$ cat src/sv/itp_pkg.sv
// Shared types, character codes and helper functions of the infix to postfix converter.
package itp_pkg;

   localparam int STACK_DEPTH_DEFAULT = 32;
   localparam int OP_W                = 3;
   localparam int SYM_W               = 8;

   localparam logic [SYM_W-1:0] CHAR_NUL   = 8'h00;
   localparam logic [SYM_W-1:0] CHAR_OPEN  = 8'h28;
   localparam logic [SYM_W-1:0] CHAR_CLOSE = 8'h29;
   localparam logic [SYM_W-1:0] CHAR_PLUS  = 8'h2B;
   localparam logic [SYM_W-1:0] CHAR_MINUS = 8'h2D;
   localparam logic [SYM_W-1:0] CHAR_TIMES = 8'h2A;
   localparam logic [SYM_W-1:0] CHAR_DIV   = 8'h2F;

   typedef enum logic [OP_W-1:0] {
      OP_OPEN  = 3'd0,
      OP_PLUS  = 3'd1,
      OP_MINUS = 3'd2,
      OP_TIMES = 3'd3,
      OP_DIV   = 3'd4
   } op_code_type;

   typedef enum logic [1:0] {
      ERR_OK       = 2'd0,
      ERR_OVERFLOW = 2'd1,
      ERR_CLOSE    = 2'd2,
      ERR_OPEN     = 2'd3
   } err_type;

   typedef enum logic [2:0] {
      CLS_NUL,
      CLS_OPEN,
      CLS_CLOSE,
      CLS_LOW,
      CLS_HIGH,
      CLS_OPERAND
   } sym_class_type;

   typedef enum logic [1:0] {
      SEL_SYM,
      SEL_TOP,
      SEL_NUL
   } emit_sel_type;

   // Commands from the controller to the datapath
   typedef struct packed {
      logic         load;
      logic         push;
      logic         pop;
      logic         emit;
      emit_sel_type sel;
      err_type      err;
      logic         last;
      logic         set_err3;
   } itp_cmd_type;

   // Status from the datapath to the controller
   typedef struct packed {
      sym_class_type cls;
      logic          eoe;
      logic          empty;
      logic          single;
      logic          full;
      op_code_type   top;
      op_code_type   below;
      logic          out_free;
   } itp_stat_type;

   function automatic sym_class_type classify(input logic [SYM_W-1:0] sym);
      sym_class_type cls;
      case (sym)
         CHAR_NUL:              cls = CLS_NUL;
         CHAR_OPEN:             cls = CLS_OPEN;
         CHAR_CLOSE:            cls = CLS_CLOSE;
         CHAR_PLUS, CHAR_MINUS: cls = CLS_LOW;
         CHAR_TIMES, CHAR_DIV:  cls = CLS_HIGH;
         default:               cls = CLS_OPERAND;
      endcase
      return cls;
   endfunction

   function automatic op_code_type sym_code(input logic [SYM_W-1:0] sym);
      op_code_type code;
      case (sym)
         CHAR_PLUS:  code = OP_PLUS;
         CHAR_MINUS: code = OP_MINUS;
         CHAR_TIMES: code = OP_TIMES;
         CHAR_DIV:   code = OP_DIV;
         default:    code = OP_OPEN;
      endcase
      return code;
   endfunction

   function automatic logic [SYM_W-1:0] op_char(input op_code_type code);
      logic [SYM_W-1:0] ch;
      case (code)
         OP_OPEN:  ch = CHAR_OPEN;
         OP_PLUS:  ch = CHAR_PLUS;
         OP_MINUS: ch = CHAR_MINUS;
         OP_TIMES: ch = CHAR_TIMES;
         OP_DIV:   ch = CHAR_DIV;
         default:  ch = CHAR_NUL;
      endcase
      return ch;
   endfunction

endpackage

$ cat src/sv/itp_req_if.sv
// Input channel interface: one infix character per transaction.
interface itp_req_if;
   logic       valid;
   logic       ready;
   logic [7:0] symbol;
   logic       end_of_expression;

   modport source (output valid, output symbol, output end_of_expression, input ready);
   modport sink   (input valid, input symbol, input end_of_expression, output ready);
endinterface

$ cat src/sv/itp_rsp_if.sv
// Result channel interface: one postfix character per transaction.
interface itp_rsp_if;
   logic       valid;
   logic       ready;
   logic [7:0] out_symbol;
   logic       last_of_run;
   logic [1:0] error_code;

   modport source (output valid, output out_symbol, output last_of_run, output error_code,
                   input ready);
   modport sink   (input valid, input out_symbol, input last_of_run, input error_code,
                   output ready);
endinterface

$ cat src/sv/itp_ram.sv
// Generic single-write, single-read RAM with registered read data.
module itp_ram #(
   parameter int WIDTH = 8,
   parameter int DEPTH = 32
) (
   input  logic                     clock,
   input  logic                     we,
   input  logic [$clog2(DEPTH)-1:0] waddr,
   input  logic [WIDTH-1:0]         wdata,
   input  logic [$clog2(DEPTH)-1:0] raddr,
   output logic [WIDTH-1:0]         rdata
);

   logic [WIDTH-1:0] mem_ff [DEPTH];
   logic [WIDTH-1:0] rdata_ff;

   // Write port, read-old-data read port
   always_ff @(posedge clock) begin
      if (we) begin
         mem_ff[waddr] <= wdata;
      end
      rdata_ff <= mem_ff[raddr];
   end

   assign rdata = rdata_ff;

endmodule

$ cat src/sv/itp_datapath.sv
// Datapath: item registers, operator stack with top register, result register.
module itp_datapath
   import itp_pkg::*;
#(
   parameter int STACK_DEPTH = STACK_DEPTH_DEFAULT
) (
   input  logic             clock,
   input  logic             reset,
   input  itp_cmd_type      cmd,
   output itp_stat_type     stat,
   input  logic [SYM_W-1:0] req_symbol,
   input  logic             req_eoe,
   output logic             rsp_valid,
   input  logic             rsp_ready,
   output logic [SYM_W-1:0] rsp_out_symbol,
   output logic             rsp_last_of_run,
   output logic [1:0]       rsp_error_code
);

   localparam int CW = $clog2(STACK_DEPTH + 1);
   localparam int AW = $clog2(STACK_DEPTH);

   logic [SYM_W-1:0] sym_ff;
   logic             eoe_ff;
   logic             err3_ff;
   logic [CW-1:0]    count_ff, count_in;
   op_code_type      top_ff, top_in;
   logic             byp_ff;
   logic [OP_W-1:0]  byp_data_ff;
   logic             out_valid_ff;
   logic [SYM_W-1:0] out_sym_ff;
   logic             out_last_ff;
   err_type          out_err_ff;

   logic             ram_we;
   logic [AW-1:0]    ram_waddr;
   logic [AW-1:0]    ram_raddr;
   logic [OP_W-1:0]  ram_rdata;
   logic [OP_W-1:0]  below;
   logic [SYM_W-1:0] emit_sym;
   err_type          emit_err;

   // Hold the accepted transaction
   always_ff @(posedge clock) begin
      if (cmd.load) begin
         sym_ff <= req_symbol;
         eoe_ff <= req_eoe;
      end
   end

   // Track an open paren discarded while flushing
   always_ff @(posedge clock) begin
      if (reset) begin
         err3_ff <= 1'b0;
      end else if (cmd.load) begin
         err3_ff <= 1'b0;
      end else if (cmd.set_err3) begin
         err3_ff <= 1'b1;
      end
   end

   // Advance stack count and top register
   always_comb begin
      count_in = count_ff;
      top_in   = top_ff;
      if (cmd.push) begin
         count_in = count_ff + CW'(1);
         top_in   = sym_code(sym_ff);
      end else if (cmd.pop) begin
         count_in = count_ff - CW'(1);
         top_in   = op_code_type'(below);
      end
   end

   always_ff @(posedge clock) begin
      if (reset) begin
         count_ff <= '0;
      end else begin
         count_ff <= count_in;
      end
      top_ff <= top_in;
   end

   // Spill the old top below the new one on a push; pre-read the entry under the top
   assign ram_we    = cmd.push && (count_ff != '0);
   assign ram_waddr = AW'(count_ff - CW'(1));
   assign ram_raddr = AW'(count_in - CW'(2));

   itp_ram #(
      .WIDTH (OP_W),
      .DEPTH (STACK_DEPTH)
   ) u_stack (
      .clock (clock),
      .we    (ram_we),
      .waddr (ram_waddr),
      .wdata (top_ff),
      .raddr (ram_raddr),
      .rdata (ram_rdata)
   );

   // Forward an entry written in the same cycle it was read
   always_ff @(posedge clock) begin
      if (reset) begin
         byp_ff <= 1'b0;
      end else begin
         byp_ff <= ram_we && (ram_waddr == ram_raddr);
      end
      byp_data_ff <= top_ff;
   end

   assign below = byp_ff ? byp_data_ff : ram_rdata;

   // Select the result to emit
   always_comb begin
      case (cmd.sel)
         SEL_SYM: emit_sym = sym_ff;
         SEL_TOP: emit_sym = op_char(top_ff);
         SEL_NUL: emit_sym = CHAR_NUL;
         default: emit_sym = CHAR_NUL;
      endcase
      if (cmd.sel == SEL_NUL) begin
         emit_err = err3_ff ? ERR_OPEN : ERR_OK;
      end else begin
         emit_err = cmd.err;
      end
   end

   // Result register: load on emit, drop when taken
   always_ff @(posedge clock) begin
      if (reset) begin
         out_valid_ff <= 1'b0;
      end else if (cmd.emit) begin
         out_valid_ff <= 1'b1;
      end else if (rsp_ready) begin
         out_valid_ff <= 1'b0;
      end
      if (cmd.emit) begin
         out_sym_ff  <= emit_sym;
         out_last_ff <= cmd.last;
         out_err_ff  <= emit_err;
      end
   end

   assign rsp_valid       = out_valid_ff;
   assign rsp_out_symbol  = out_sym_ff;
   assign rsp_last_of_run = out_last_ff;
   assign rsp_error_code  = out_err_ff;

   // Status to the controller
   assign stat.cls      = classify(sym_ff);
   assign stat.eoe      = eoe_ff;
   assign stat.empty    = (count_ff == '0);
   assign stat.single   = (count_ff == CW'(1));
   assign stat.full     = (count_ff == CW'(STACK_DEPTH));
   assign stat.top      = top_ff;
   assign stat.below    = op_code_type'(below);
   assign stat.out_free = !out_valid_ff || rsp_ready;

endmodule

$ cat src/sv/itp_controller.sv
// Controller: sequences accept, operator handling and end-of-expression flush.
module itp_controller
   import itp_pkg::*;
(
   input  logic         clock,
   input  logic         reset,
   input  logic         req_valid,
   output logic         req_ready,
   input  itp_stat_type stat,
   output itp_cmd_type  cmd
);

   typedef enum logic [1:0] {
      S_IDLE,
      S_PROC,
      S_FLUSH
   } state_type;

   state_type state_ff, state_in;
   logic      done;
   logic      high_top;
   logic      high_below;

   assign high_top   = (stat.top == OP_TIMES) || (stat.top == OP_DIV);
   assign high_below = (stat.below == OP_TIMES) || (stat.below == OP_DIV);

   // Hold state
   always_ff @(posedge clock) begin
      if (reset) begin
         state_ff <= S_IDLE;
      end else begin
         state_ff <= state_in;
      end
   end

   // Decode next step and commands
   always_comb begin
      state_in     = state_ff;
      req_ready    = 1'b0;
      done         = 1'b0;
      cmd.load     = 1'b0;
      cmd.push     = 1'b0;
      cmd.pop      = 1'b0;
      cmd.emit     = 1'b0;
      cmd.sel      = SEL_SYM;
      cmd.err      = ERR_OK;
      cmd.last     = 1'b0;
      cmd.set_err3 = 1'b0;
      case (state_ff)
         S_IDLE: begin
            req_ready = 1'b1;
            if (req_valid) begin
               cmd.load = 1'b1;
               state_in = S_PROC;
            end
         end
         S_PROC: begin
            case (stat.cls)
               CLS_OPEN: begin
                  if (stat.full) begin
                     if (stat.out_free) begin
                        cmd.emit = 1'b1;
                        cmd.err  = ERR_OVERFLOW;
                        cmd.last = !stat.eoe;
                        done     = 1'b1;
                     end
                  end else begin
                     cmd.push = 1'b1;
                     done     = 1'b1;
                  end
               end
               CLS_CLOSE: begin
                  if (!stat.empty && stat.top != OP_OPEN) begin
                     if (stat.out_free) begin
                        cmd.emit = 1'b1;
                        cmd.sel  = SEL_TOP;
                        cmd.pop  = 1'b1;
                        cmd.last = !stat.eoe && !stat.single && stat.below == OP_OPEN;
                     end
                  end else if (!stat.empty) begin
                     cmd.pop = 1'b1;
                     done    = 1'b1;
                  end else if (stat.out_free) begin
                     cmd.emit = 1'b1;
                     cmd.err  = ERR_CLOSE;
                     cmd.last = !stat.eoe;
                     done     = 1'b1;
                  end
               end
               CLS_LOW: begin
                  if (!stat.empty && stat.top != OP_OPEN) begin
                     if (stat.out_free) begin
                        cmd.emit = 1'b1;
                        cmd.sel  = SEL_TOP;
                        cmd.pop  = 1'b1;
                        cmd.last = !stat.eoe && (stat.single || stat.below == OP_OPEN);
                     end
                  end else if (stat.full) begin
                     if (stat.out_free) begin
                        cmd.emit = 1'b1;
                        cmd.err  = ERR_OVERFLOW;
                        cmd.last = !stat.eoe;
                        done     = 1'b1;
                     end
                  end else begin
                     cmd.push = 1'b1;
                     done     = 1'b1;
                  end
               end
               CLS_HIGH: begin
                  if (!stat.empty && high_top) begin
                     if (stat.out_free) begin
                        cmd.emit = 1'b1;
                        cmd.sel  = SEL_TOP;
                        cmd.pop  = 1'b1;
                        cmd.last = !stat.eoe && (stat.single || !high_below);
                     end
                  end else if (stat.full) begin
                     if (stat.out_free) begin
                        cmd.emit = 1'b1;
                        cmd.err  = ERR_OVERFLOW;
                        cmd.last = !stat.eoe;
                        done     = 1'b1;
                     end
                  end else begin
                     cmd.push = 1'b1;
                     done     = 1'b1;
                  end
               end
               CLS_OPERAND: begin
                  if (stat.out_free) begin
                     cmd.emit = 1'b1;
                     cmd.last = !stat.eoe;
                     done     = 1'b1;
                  end
               end
               default: begin
                  done = 1'b1;
               end
            endcase
            if (done) begin
               state_in = stat.eoe ? S_FLUSH : S_IDLE;
            end
         end
         S_FLUSH: begin
            if (!stat.empty) begin
               if (stat.top == OP_OPEN) begin
                  cmd.pop      = 1'b1;
                  cmd.set_err3 = 1'b1;
               end else if (stat.out_free) begin
                  cmd.emit = 1'b1;
                  cmd.sel  = SEL_TOP;
                  cmd.pop  = 1'b1;
               end
            end else if (stat.out_free) begin
               cmd.emit = 1'b1;
               cmd.sel  = SEL_NUL;
               cmd.last = 1'b1;
               state_in = S_IDLE;
            end
         end
         default: begin
            state_in = S_IDLE;
         end
      endcase
   end

endmodule

$ cat src/sv/infix_to_postfix_converter_core.sv
// The accepted character is held in the item register; a character that is emitted at once
// is then loaded into the result register; a push or a stalled result ahead of it delays it.
// Each character takes an accept step and a step per operator popped, symbol emitted, push
// made or NUL; the end flag adds a step per flushed entry and the terminator; stalls add theirs.
// Reset (synchronous, active high) empties the stack, idles the controller and drops any
// pending result; the stack RAM contents are not cleared and need no clearing pass.
module infix_to_postfix_converter_core
   import itp_pkg::*;
#(
   parameter int STACK_DEPTH = STACK_DEPTH_DEFAULT
) (
   input  logic          clock,
   input  logic          reset,
   itp_req_if.sink       req_chan,
   itp_rsp_if.source     rsp_chan
);

   itp_cmd_type  cmd;
   itp_stat_type stat;

   itp_controller u_ctrl (
      .clock     (clock),
      .reset     (reset),
      .req_valid (req_chan.valid),
      .req_ready (req_chan.ready),
      .stat      (stat),
      .cmd       (cmd)
   );

   itp_datapath #(
      .STACK_DEPTH (STACK_DEPTH)
   ) u_dp (
      .clock           (clock),
      .reset           (reset),
      .cmd             (cmd),
      .stat            (stat),
      .req_symbol      (req_chan.symbol),
      .req_eoe         (req_chan.end_of_expression),
      .rsp_valid       (rsp_chan.valid),
      .rsp_ready       (rsp_chan.ready),
      .rsp_out_symbol  (rsp_chan.out_symbol),
      .rsp_last_of_run (rsp_chan.last_of_run),
      .rsp_error_code  (rsp_chan.error_code)
   );

endmodule

$ cat src/flat_wrapper.sv
// flat-port wrapper written by rule: the top's interface ports become plain ports
module infix_to_postfix_converter_core_flat import itp_pkg::*;
#(
   parameter int STACK_DEPTH = STACK_DEPTH_DEFAULT
)
  (clock, reset, req_chan_valid, req_chan_symbol, req_chan_end_of_expression, req_chan_ready, rsp_chan_valid, rsp_chan_out_symbol, rsp_chan_last_of_run, rsp_chan_error_code, rsp_chan_ready);
  itp_req_if req_chan_i ();
  itp_rsp_if rsp_chan_i ();
  input  logic clock;
  input  logic reset;
  input wire logic [$bits(req_chan_i.valid)-1:0] req_chan_valid;
  input wire logic [$bits(req_chan_i.symbol)-1:0] req_chan_symbol;
  input wire logic [$bits(req_chan_i.end_of_expression)-1:0] req_chan_end_of_expression;
  output wire logic [$bits(req_chan_i.ready)-1:0] req_chan_ready;
  output wire logic [$bits(rsp_chan_i.valid)-1:0] rsp_chan_valid;
  output wire logic [$bits(rsp_chan_i.out_symbol)-1:0] rsp_chan_out_symbol;
  output wire logic [$bits(rsp_chan_i.last_of_run)-1:0] rsp_chan_last_of_run;
  output wire logic [$bits(rsp_chan_i.error_code)-1:0] rsp_chan_error_code;
  input wire logic [$bits(rsp_chan_i.ready)-1:0] rsp_chan_ready;
  assign req_chan_i.valid = req_chan_valid;
  assign req_chan_i.symbol = req_chan_symbol;
  assign req_chan_i.end_of_expression = req_chan_end_of_expression;
  assign req_chan_ready = req_chan_i.ready;
  assign rsp_chan_valid = rsp_chan_i.valid;
  assign rsp_chan_out_symbol = rsp_chan_i.out_symbol;
  assign rsp_chan_last_of_run = rsp_chan_i.last_of_run;
  assign rsp_chan_error_code = rsp_chan_i.error_code;
  assign rsp_chan_i.ready = rsp_chan_ready;
  infix_to_postfix_converter_core #(.STACK_DEPTH(STACK_DEPTH)) u_core (.clock(clock), .reset(reset), .req_chan(req_chan_i), .rsp_chan(rsp_chan_i));
endmodule
$ cat config.mk
export PLATFORM = sky130hd
export DESIGN_NAME = infix_to_postfix_converter_core_flat
export DESIGN_NICKNAME = d
export VERILOG_FILES = /design/src/sv/itp_pkg.sv /design/src/sv/itp_req_if.sv /design/src/sv/itp_rsp_if.sv /design/src/sv/itp_ram.sv /design/src/sv/itp_datapath.sv /design/src/sv/itp_controller.sv /design/src/sv/infix_to_postfix_converter_core.sv /design/src/flat_wrapper.sv
export SDC_FILE = /design/constraint.sdc
export NUM_CORES = 1
export LEC_CHECK = 0
export BUFFER_PORTS_ARGS = -buffer_cell sky130_fd_sc_hd__clkbuf_2
export CORE_MARGIN = 5
export CORE_UTILIZATION = 30
export DETAILED_ROUTE_END_ITERATION = 16
export PLACE_DENSITY = 0.47
export RECOVER_POWER = 25
export SETUP_SLACK_MARGIN = 0.05
export SYNTH_ARGS = -nofsm -noshare
export SYNTH_HDL_FRONTEND = slang
export SYNTH_HIERARCHICAL = 1
export SYNTH_SLANG_ARGS = --single-unit
$ cat constraint.sdc
create_clock -name clock -period 6.5 [get_ports clock]
set_input_delay 1.95 -clock clock [delete_from_list [all_inputs] [get_ports clock]]
set_output_delay 1.95 -clock clock [all_outputs]
set_load 0.03 [all_outputs]
=== Word level (Yosys, flattened, before mapping) ===
Memory sizes are Yosys's and may differ from the RTL's. A register that Yosys moved wholly into a read port is not among the register bits.
Index checks and enable logic that the tools add are counted.

* Register bits: 37
* RAM bits: 96
* Input bits: 13
* Logic and storage cells: 155
* Memories: 1

* $add $sub $neg: 3
* Equality and inequality tests: 28
* Muxes and demuxes: 78
* Reduce and logical (&&, ||, !) cells: 33

{| class="wikitable"
|+ Memory list
! name !! words !! bits a word !! rd ports !! clocked after memory_dff !! write ports !! RTL line !! RTL
|-
| u_core.u_dp.u_stack.mem_ff || 32 || 3 || 1 || 1 || 1 || itp_ram.sv:14 || <nowiki>logic [WIDTH-1:0] mem_ff [DEPTH];</nowiki>
|}

{| class="wikitable"
|+ Operators with widths
! cell !! count
|-
| equality test 8 x 6 -> 1 bit, second input constant || 6
|-
| two-way mux 1 bit || 37
|-
| two-way mux 2 bit || 16
|-
| one-hot mux 6 bit (5 select lines) || 1
|-
| two-way mux 3 bit || 8
|-
| one-hot mux 8 bit (2 select lines) || 1
|-
| equality test 3 x 2 -> 1 bit, second input constant || 5
|-
| one-hot mux 1 bit (5 select lines) || 3
|-
| one-hot mux 3 bit (5 select lines) || 1
|-
| equality test 3 bit, second input constant || 4
|-
| two-way mux 6 bit || 2
|-
| one-hot mux 3 bit (4 select lines) || 1
|-
| logical AND 1 bit || 8
|-
| zero test 8 bit || 1
|-
| one-hot mux 2 bit (4 select lines) || 1
|-
| one-hot mux 4 bit (2 select lines) || 1
|-
| OR reduction 2 bit || 4
|-
| adder 6 x 1 -> 6 bit, second input constant || 1
|-
| equality test 3 x 1 -> 1 bit, second input constant || 2
|-
| equality test 6 x 1 -> 1 bit, second input constant || 1
|-
| equality test 6 bit, second input constant || 1
|-
| zero test 3 bit || 2
|-
| zero test 6 bit || 1
|-
| inequality test 2 bit, second input constant || 3
|-
| 18 further kinds || 31
|}

=== Depth between registers and ports, before layout ===
* Depth after elaboration: 12
* Gate-level depth with buffers: 20
* Gate-level depth less buffers: 17

=== Hierarchy ===
The synthesis kept the hierarchy.

{| class="wikitable"
|+ By module, submodules not included
! module !! times used !! cells each !! area each (µm²) !! seq. area each (µm²)
|-
| itp_ram || 1 || 185 || 3916.3 || 2942.8
|-
| itp_datapath || 1 || 169 || 1798.0 || 930.9
|-
| itp_controller || 1 || 88 || 618.1 || 40.0
|}

=== Worst setup path before layout ===
Ideal clock, no wire load.

* Path type: input-to-reg
* Start point: input rsp_chan_ready
* End point: register u_core.u_dp.u_stack.rdata_ff[0], in the netlist u_core/u_dp/u_stack/rdata[0] (read register of u_core.u_dp.u_stack.mem_ff)
* Setup time: 0.121 ns
* Data arrival time: 5.413 ns
* Data required time: 6.379 ns
* Setup slack: 0.966 ns
* Stages: 13
* Path through: nand2b_1 -> nor2_1 -> or3_1 -> a21boi_0 -> nor2_1 -> a221oi_2 -> ha_1 -> inv_1 -> clkbuf_1 -> clkbuf_1 -> mux4_2 -> mux4_2 -> mux2_2

{| class="wikitable"
|+ RTL lines
! what !! RTL line !! RTL
|-
| start, declared || flat_wrapper.sv:19 || <nowiki>input wire logic [$bits(rsp_chan_i.ready)-1:0] rsp_chan_ready;</nowiki>
|-
| end, declared || itp_ram.sv:15 || <nowiki>logic [WIDTH-1:0] rdata_ff;</nowiki>
|}

==> key figures <==
Final layout
  – Area Overhead vs Synth: 16.1%
  – Post-Route Utilization: 0.352
  – Share of layout cells above drive strength 1: 0.230
  – Layout Cells excl Fill: 766
  – Antenna diode count: 0
  – Final Cell Area: 7350 µm²
  – FILL cells: 2,026
  – NumNets Final: 498

Worst hold path
  – HP Class: reg -> reg
  – Hold path startpoint: u_core/u_dp/err3_ff
  – Hold endpoint: u_core/u_dp/err3_ff
  – Hold depth: 2

Timing
  – Final setup viols: 0
  – Max-slew violations: 115
  – Max-slew headroom: -0.151
  – Max Freq: 181 MHz
  – Final WS setup: 0.964 ns
  – RSZ-0062 raised after global routing: no
  – Fin Clk Skew: 0.00755 ns
  – Measured slew at the worst slew-check pin: 1.73 ns
  – Setup tns final: 0 ns
  – Endpoints failing hold: 0
  – Fin crit share: 0.852
  – Min cycle time layout: 5.54 ns
  – Min Hold Slack: 0.503 ns

Floorplanning
  – Core Box Area: 20,900 µm²
  – Row Count: 53
  – Initial Utilization: 0.303
  – Die ar.: 24,100 µm²
  – IO Pins: 26
  – Die X: 155 µm
  – Die Height: 155 µm

Detailed routing
  – Initial DRC count: 282
  – # DRC: 0
  – Per-cell routed wire length: 18.0 µm
  – Post-route ant nets: 0
  – Total number of vias: 3,803
  – 1st-pass router iterations: 5
  – DR vias/cell: 4.96
  – Final WL: 13,800 µm

Placement
  – PortBufs: 25
  – Placed insts: 734
  – DP Worst Slack: 0.733 ns
  – Gpl congestion: 0.786
  – Area post-placement: 6770 µm²
  – DP HPWL: 9350 µm

GRT
  – Met2 Use GR: 0.171
  – Global-route wire length before repair: 21,900 µm
  – GRT Overall Usage: 0.119
  – Grt met1 use: 0.175
  – GRT busiest layer: met1
  – Antenna violations before repair: 0
  – Vias in the first global route: 3,866
  – Largest net degree at the start of global routing: 39
  – Global route overflow: 0
  – Grt met3 use: 0.0292

Yosys
  – Dominant synthesized flop cell: edfxtp_1
  – #FFs+latches synth: 136
  – Synth area leader: edfxtp_1
  – Synth unique cells: 65
  – Syn. warnings: 6
  – Mean post-synth cell area: 14.3 µm²
  – Largest cells by area after synthesis: edfxtp_1, mux4_2, dfxtp_1
  – Yosys top cell area share: 0.564
  – Sequential area share after synthesis: 0.618
  – Number of synthesized flops with an enable pin: 119
  – Post-Syn Instances: 442
  – Async S/R FF share, synth: 0
  – Mapped Nets: 462
  – Cell Area, Synth: 6330 µm²

Clock tree
  – Post-CTS sizing: 0
  – CTS tree: yes
  – Sinks on Clock Net: 136
  – Post-CTS setup repair buffer count: 0
  – CTS Buf Count: 17
  – Longest Clk Path Bufs: 2
  – Cts hold-fix bufs: 0
  – Clk_lat worst skew: 0.42 ns
  – CTS H-tree lvls: 4
  – CTS Root Cell: clkbuf_16
  – Reg clk slew, reported paths: 0.06 ns

Setup path
  – Crit. End Element: flip-flop
  – Worst r2r src: u_core/u_dp/sym_ff[1]
  – R2R Path End: u_core/u_dp/u_stack/rdata[0]
  – Critical Path RT: 6.80 ns
  – CP startpoint kind: flip-flop
  – R2R setup slack: 0.96 ns
  – FF-to-FF path depth: 15
  – Data arrival time of the worst path: 5.84 ns
  – Critical Path Fanout Max: 24
  – Critical setup path kind: reg -> reg

Run status
  – Violated checks: max-capacitance violations, max-slew violations
  – Outcome: finished with violations

Flow run
  – Max-capacitance violation count: 3

Power and ir drop
  – Design Power: 2.11 mW
  – Pwr per Cell Area: 287 nW/µm²
  – Max VDD drop: 0.000139 V
  – P_leak: 2.44 nW
[logic make-up after synthesis]
group,Yosys count,share of synthesized area
multiplexers,39,0.123
buffers and inverters,37,0.0300
XOR/XNOR,14,0.0194
flip-flops,136,0.618
AND/OR/NAND/NOR,156,0.133
AO/OA/AOI/OAI,52,0.0618
adder cells (fa/ha/maj),8,0.0154
[how the worst max path moves through the flow]
| stage | from | endpoint |
|---|---|---|
| detailed placement | rsp_chan_ready | u_core/u_dp/u_stack/rdata[0] |
| global placement | rsp_chan_ready | u_core/u_dp/u_stack/rdata[0] |
| global route | u_core/u_dp/sym_ff[1] | u_core/u_dp/u_stack/rdata[0] |
| floorplan | rsp_chan_ready | u_core/u_dp/u_stack/rdata[0] |
| CTS | u_core/u_dp/sym_ff[1] | u_core/u_dp/u_stack/rdata[0] |
| finish | u_core/u_dp/sym_ff[1] | u_core/u_dp/u_stack/rdata[0] |
[worst max-delay path, stage by stage, from the launching register on]
cell,delay (ns)
edfxtp_1,0.53
or4_1,0.56
nor2_1,0.14
o21ai_1,0.31
nor3b_2,0.40
a21oi_1,0.14
or3_1,0.35
a21boi_0,0.58
nor2_1,0.23
a221oi_2,0.32
ha_1,0.31
inv_1,0.07
buf_4,0.32
mux4_2,0.39
mux4_2,0.49
mux2_2,0.28
[where the power goes]
part,total (mW),internal (mW),switching [mW]
logic,0.160,0.0612,0.0992
registers,0.986,0.971,0.0151
clock network,0.965,0.603,0.362
total,2.11,1.63,0.476
[synth_stat cells, types with 6 or more instances]
master    instances
edfxtp_1        119
nor2_1           62
mux4_2           29
inv_1            18
dfxtp_1          17
nand2_1          14
o21ai_0          10
nor3_1            9
a21oi_1           8
clkbuf_1          8
nand3_1           8
xnor2_1           8
ha_1              7
nand3b_1          7
and2_1            6
and3_1            6
mux2_2            6
nor3b_1           6
or3_1             6
xor2_1            6
[registers in the layout (all words and copies together), names as in the netlist]
signal and flops:
u_core/u_dp/byp_ff 1, u_core/u_dp/sym_ff 8, u_core/u_dp/u_stack/mem_ff 96, u_core/u_dp/rsp_error_code 2
u_core/u_dp/u_stack/rdata 3, u_core/u_dp/byp_data_ff 3, u_core/u_dp/rsp_out_symbol 8, u_core/u_dp/rsp_valid 1
u_core/u_dp/err3_ff 1, u_core/u_dp/top_ff 3, u_core/u_dp/rsp_last_of_run 1, u_core/u_dp/eoe_ff 1
u_core/u_dp/count_ff 6, u_core/u_ctrl/state_ff 2
[layer usage]
layer	vias up	part of all wire
li1	1766	-
met1	1931	0.49
met2	89	0.45
met3	17	0.048
met4	0	0.014
met5	-	0
[layout by cell type, fill, tap and decap left out, types with 4 or more instances in the layout]
cell type / netlist / layout
edfxtp_1: 119 / 119
nor2_1: 62 / 62
mux4_2: 29 / 29
clkbuf_2: 0 / 25
inv_1: 18 / 18
clkbuf_16: 0 / 17
dfxtp_1: 17 / 17
nand2_1: 14 / 14
o21ai_0: 10 / 10
nor3_1: 9 / 9
a21oi_1: 8 / 8
buf_4: 3 / 8
nand3_1: 8 / 8
nand3b_1: 7 / 7
ha_1: 7 / 7
xnor2_1: 8 / 7
clkbuf_1: 8 / 6
and3_1: 6 / 6
or3_1: 6 / 6
and2_1: 6 / 6
xor2_1: 6 / 6
mux2_2: 6 / 6
nand2b_1: 5 / 5
a31oi_1: 5 / 5
nor3b_1: 6 / 5
clkinv_2: 0 / 4
[cell type report]
type	instances	area (µm²)	area share
Timing Repair Buffer	36	196	0.0267
Clock inverter	12	153	0.0208
Clock buffer	20	437	0.0594
Inverter	18	67.6	0.00919
Sequential cell	136	3910	0.532
Multi-Input combinational cell	269	2240	0.305
Tap cell	275	344	0.0468
(Power assumes the default switching activity.)
